<file path="config.mk">
export PLATFORM = sky130hd
export DESIGN_NAME = qpr_fmul
export DESIGN_NICKNAME = d
export VERILOG_FILES = /design/src/design/qpr_pkg.sv /design/src/design/qpr_fmul.sv
export SDC_FILE = /design/constraint.sdc
export NUM_CORES = 2
export LEC_CHECK = 0
export BUFFER_PORTS_ARGS = -buffer_cell sky130_fd_sc_hd__buf_4
export CAP_MARGIN = 20
export CORE_UTILIZATION = 25
export DETAILED_ROUTE_END_ITERATION = 16
export GPL_TIMING_DRIVEN = 0
export PLACE_DENSITY = 0.5
export SLEW_MARGIN = 20
export SYNTH_ARGS = -nofsm -noshare
export SYNTH_HDL_FRONTEND = slang
export SYNTH_SLANG_ARGS = --single-unit
</file>
<file path="constraint.sdc">
create_clock -name clk_i -period 9.27 [get_ports clk_i]
set_input_delay 0.4635 -clock clk_i [delete_from_list [all_inputs] [get_ports clk_i]]
set_output_delay 0.4635 -clock clk_i [all_outputs]
set_load 0.01 [all_outputs]
</file>
<file path="src/design/qpr_pkg.sv">
package qpr_pkg;

  localparam int unsigned DATA_W    = 32;
  localparam int unsigned FRAC_BITS = 16;
  // product after dropping the fraction: 64 - 16 bits
  localparam int unsigned PROD_W    = 2 * DATA_W - FRAC_BITS;
  // room for a four-term sum, or a three-term sum doubled plus a vector term
  localparam int unsigned ACC_W     = PROD_W + 4;

  typedef struct packed {
    logic signed [DATA_W-1:0] val;
    logic                     ovf;
  } sat_t;

  function automatic sat_t sat_acc(input logic signed [ACC_W-1:0] x);
    sat_t r;
    logic [ACC_W-DATA_W:0] top;
    top = x[ACC_W-1:DATA_W-1];
    if ((top == '0) || (top == '1)) begin
      r.val = x[DATA_W-1:0];
      r.ovf = 1'b0;
    end else begin
      r.val = x[ACC_W-1] ? {1'b1, {(DATA_W-1){1'b0}}} : {1'b0, {(DATA_W-1){1'b1}}};
      r.ovf = 1'b1;
    end
    return r;
  endfunction

endpackage

</file>
<file path="src/design/qpr_fmul.sv">
// Registered Q15.16 multiply, result floored to Q31.16.
module qpr_fmul
  import qpr_pkg::*;
(
  input  logic                     clk_i,
  input  logic signed [DATA_W-1:0] a_i,
  input  logic signed [DATA_W-1:0] b_i,
  output logic signed [PROD_W-1:0] p_o
);

  logic signed [2*DATA_W-1:0] prod;
  logic signed [PROD_W-1:0]   p_d, p_q;

  assign prod = (2*DATA_W)'(a_i) * (2*DATA_W)'(b_i);
  // dropping low bits of a two's complement value floors it
  assign p_d  = prod[2*DATA_W-1:FRAC_BITS];

  always_ff @(posedge clk_i) begin
    p_q <= p_d;
  end

  assign p_o = p_q;

endmodule
</file>
Yosys cells after proc, flatten, opt, wreduce, memory -nomap -nowiden. Index checks and enable logic that the tools add are counted.

Output and inout bits: 48. Register bits after elaboration: 48. Input port bits: 65.

Multipliers: 1.

Operator list (count): multiplier 32 x 32 -> 64 bit (1).

Logic depth before layout (Yosys ltp).
Word-level depth: 1. Gate-level depth with buffers: 27. Mapped depth without buffers: 26.

Least setup slack after synthesis. No wires, ideal clock.

Path type: input -> register. Start: input port a_i[31]. End: register p_q[47] (netlist: p_o[47]). Library setup time: 0.121 ns. Data required time: 9.149 ns. Path slack: 1.584 ns. Stages: 27. Buffers on the path: 1. Arrival time: 7.566 ns. Cell sequence: clkbuf_1 -> nand2_1 -> inv_1 -> fa_1 -> inv_1 -> fa_1 -> inv_1 -> fa_1 -> fa_1 -> inv_1 -> fa_1 -> inv_1 -> fa_1 -> inv_1 -> fa_1 -> inv_1 -> fa_1 -> ha_1 -> a21oi_1 -> o211a_1 -> o31ai_1 -> a221oi_1 -> a21oi_1 -> o21ai_0 -> o21ai_1 -> o41a_1 -> xnor2_1.

Word-level cells in the longest chain between the ends: 1.

RTL lines: start, declared (line qpr_fmul.sv:6) `input logic signed [DATA_W-1:0] a_i,`; multiplier 32 x 32 -> 64 bit (line qpr_fmul.sv:14) `assign prod = (2*DATA_W)'(a_i) * (2*DATA_W)'(b_i);`; via prod[63] (line qpr_fmul.sv:11) `logic signed [2*DATA_W-1:0] prod;`; end signal, assigned (line qpr_fmul.sv:19) `p_q <= p_d;`; end, declared (line qpr_fmul.sv:12) `logic signed [PROD_W-1:0] p_d, p_q;`.

The timed path passes the listed nets, and every way through them passes these cells.

Worst setup path after layout.
Start: input port a_i[16]. End: register p_q[46] (netlist: p_o[46]).

The elaborated chain is that of the path after synthesis.

==> results.cfg <==
[placement]
port_buffers = 112
placed_area_sq_mm = 0.03976
dp_hpwl_microns = 120300
gp_congestion = 0.9966

[yosys]
synth_top_area_cell = fa_1
ys_top_cells_by_count = 1,081 x fa_1, 950 x inv_1, 513 x nand2_1, 512 x and2_1, 200 x clkbuf_1
yosysWarnings = 0
syn-num-nets = 5146
synth_edf_count = 0
synth_cells = 3820
ys_ff_latch = 48
ys.flop_type = dfxtp_1
ys_types = 54
synth_seq_area_share = 0.02632
avgSynthCellArea_sq_um = 9.556
synthesis.area_sq_mm = 0.03650
synth.top_cell.area_share = 0.5928
synth_area_leaders = fa_1 59%, inv_1 9.8%, and2_1 8.8%
yosysMostFrequentCell = fa_1
async_flop_share = 0

[grt]
antenna_found_initial = 28
grt_max_degree = 18
grt.total_usage = 0.1919
grt_pass1_wl_microns = 202400
grt-ovfl-total = 0
first_global_vias = 28950

[route]
viasPerCell = 4.548
drc = 0
routedWlPerCell_microns = 23.38
routed_wl_microns = 136900
drt_iter0_drc = 2083
vias = 26630
ant_nets = 0
first_pass_iters = 5

[sta]
finalSetupViolations = 0
hold_viol_final = 0
drv_slew = 0
max_slew_margin = 0.2018
fmax_mhz = 110.8
period_needed_ps = 9028
max_slew.worst_pin.slew_ps = 1197
rsz0062_at_grt = no
timing.final.crit_share = 0.9739

[worst_setup_path]
slowest_stage = clkdlybuf4s15_1
crit_top_cell = fa_1
crit_fanout = 10
startpoint_type = primary input
path_cells = buf_4 > clkdlybuf4s15_1 > nand2_1 > fa_1 > fa_1 > fa_1 > fa_1 > fa_1 > inv_1 > fa_1 > fa_1 > fa_1 > ha_1 > clkbuf_1 > a21oi_1 > o211ai_1 > o2bb2ai_1 > a311oi_2 > o2111ai_1 > o21ai_2 > o21ai_0 > a211o_1 > o311ai_1
cp_top_family = adder cells
max_stage_delay_ps = 880
arrival_ps = 9310
cp_num_buf_inv = 4
end_kind = flop
crit_required_ps = 9550
crit_type = in -> reg

[die]
die_y_microns = 384.1
core-area_sq_mm = 0.1442
core.rowCount = 139
ios = 113
initial_core_util = 0.2532
die_area_sq_mm = 0.1475
die_x_microns = 384.1

[clock_tree]
clock_path_buffers = 2
clock-sinks = 48
clock-root-buffer = clkbuf_16
h-tree-depth = 2
path_clk_slew_ps = 100
postCtsHoldBufs = 0
cts_tree = yes
cts_inserted_buffers = 5

[finish]
nFillCells = 15420
largest_register_ff_count = 48
layout.nets = 5270
area_growth_pct = 9.659
finish.instance_area_sq_mm = 0.04003
drive_gt1_frac = 0.03828

[min_path]
hold_end = p_o[16]
hp-class = reg -> out
hold_start = p_o[16]
holdPathStages = 1

[run_status]
status = finished clean

[job]
drv_cap = 0
-- placed cells by master, fill, tap and decap left out, drive strengths merged, types with 4 or more instances in the layout --
cell,instances
a211oi,5
a21o,21
a21oi,48
and2,513
and3,7
buf,125
clkbuf,200
dfxtp,48
diode,8
fa,1081
ha,180
inv,950
nand2,513
nand2b,12
nand3,12
nand4,14
nor2,46
nor2b,4
nor3,7
o21a,6
o21ai,30
o21bai,8
o31ai,5
xnor2,40
xor2,23
-- cell families (layout without fill, tap and decap cells) --
family	Yosys count	after routing	share of synthesized area
AND/OR/NAND/NOR	1140	1140	0.1570
AO/OA/AOI/OAI	153	153	0.02824
flip-flops	48	48	0.02632
other	0	8	0
adder cells (fa/ha/maj)	1261	1261	0.6545
XOR/XNOR	63	63	0.01512
buffers and inverters	1155	1280	0.1188
-- final cells by class --
type	instances	area (sq um)	area share
clock buffers	5	125.1	0.003126
plain buffers	201	775.7	0.01938
multi-input cells	2617	31230	0.7802
flip-flops and latches	48	960.9	0.02401
clock inverters	3	46.29	0.001157
diodes	8	20.02	0.0005001
inverters	950	3570	0.08918
well taps	1903	2381	0.05948
repair buffers	121	920.9	0.02301
-- through the flow --
stage	setup slack, ps	utilization	hold slack, ps	cells	TNS (ps)
finish	241.6	0.2776	1241	5856	0
global route	29.34	0.2775	1282	5849	0
CTS	4.825	0.2769	1262	5840	0
detailed placement	-863.1	0.2757	858.0	5836	-6693
global placement	-923.8	0.2755	860.9	5835	-8103
floorplan	1584	-	767.5	3820	0
-- worst max-delay path by stage --
stage | from | to | cells past startpoint
after global placement | b_i[2] | p_o[46] | 24
after detailed placement | a_i[31] | p_o[46] | 26
after floorplan | a_i[31] | p_o[47] | 27
after global routing | b_i[7] | p_o[30] | 25
final | a_i[16] | p_o[46] | 23
after CTS | b_i[9] | p_o[46] | 26
-- per-layer routing --
metal	up-vias	wire (microns)	global-route usage
met1	14290	58190	0.2640
met4	12	3963	0.04943
met5	-	70	0
met2	1086	62830	0.3057
li1	11080	-	-
met3	162	11880	0.03923
-- repair_timing --
item                       4_1_cts  5_1_grt
setup endpoints to repair        7        8
buffers inserted                 0        8
gates cloned                     0        0
gates resized for setup          6        7
Power is not shown: default switching activity piles up to over one toggle a cycle in this logic, so the estimate is an artifact.
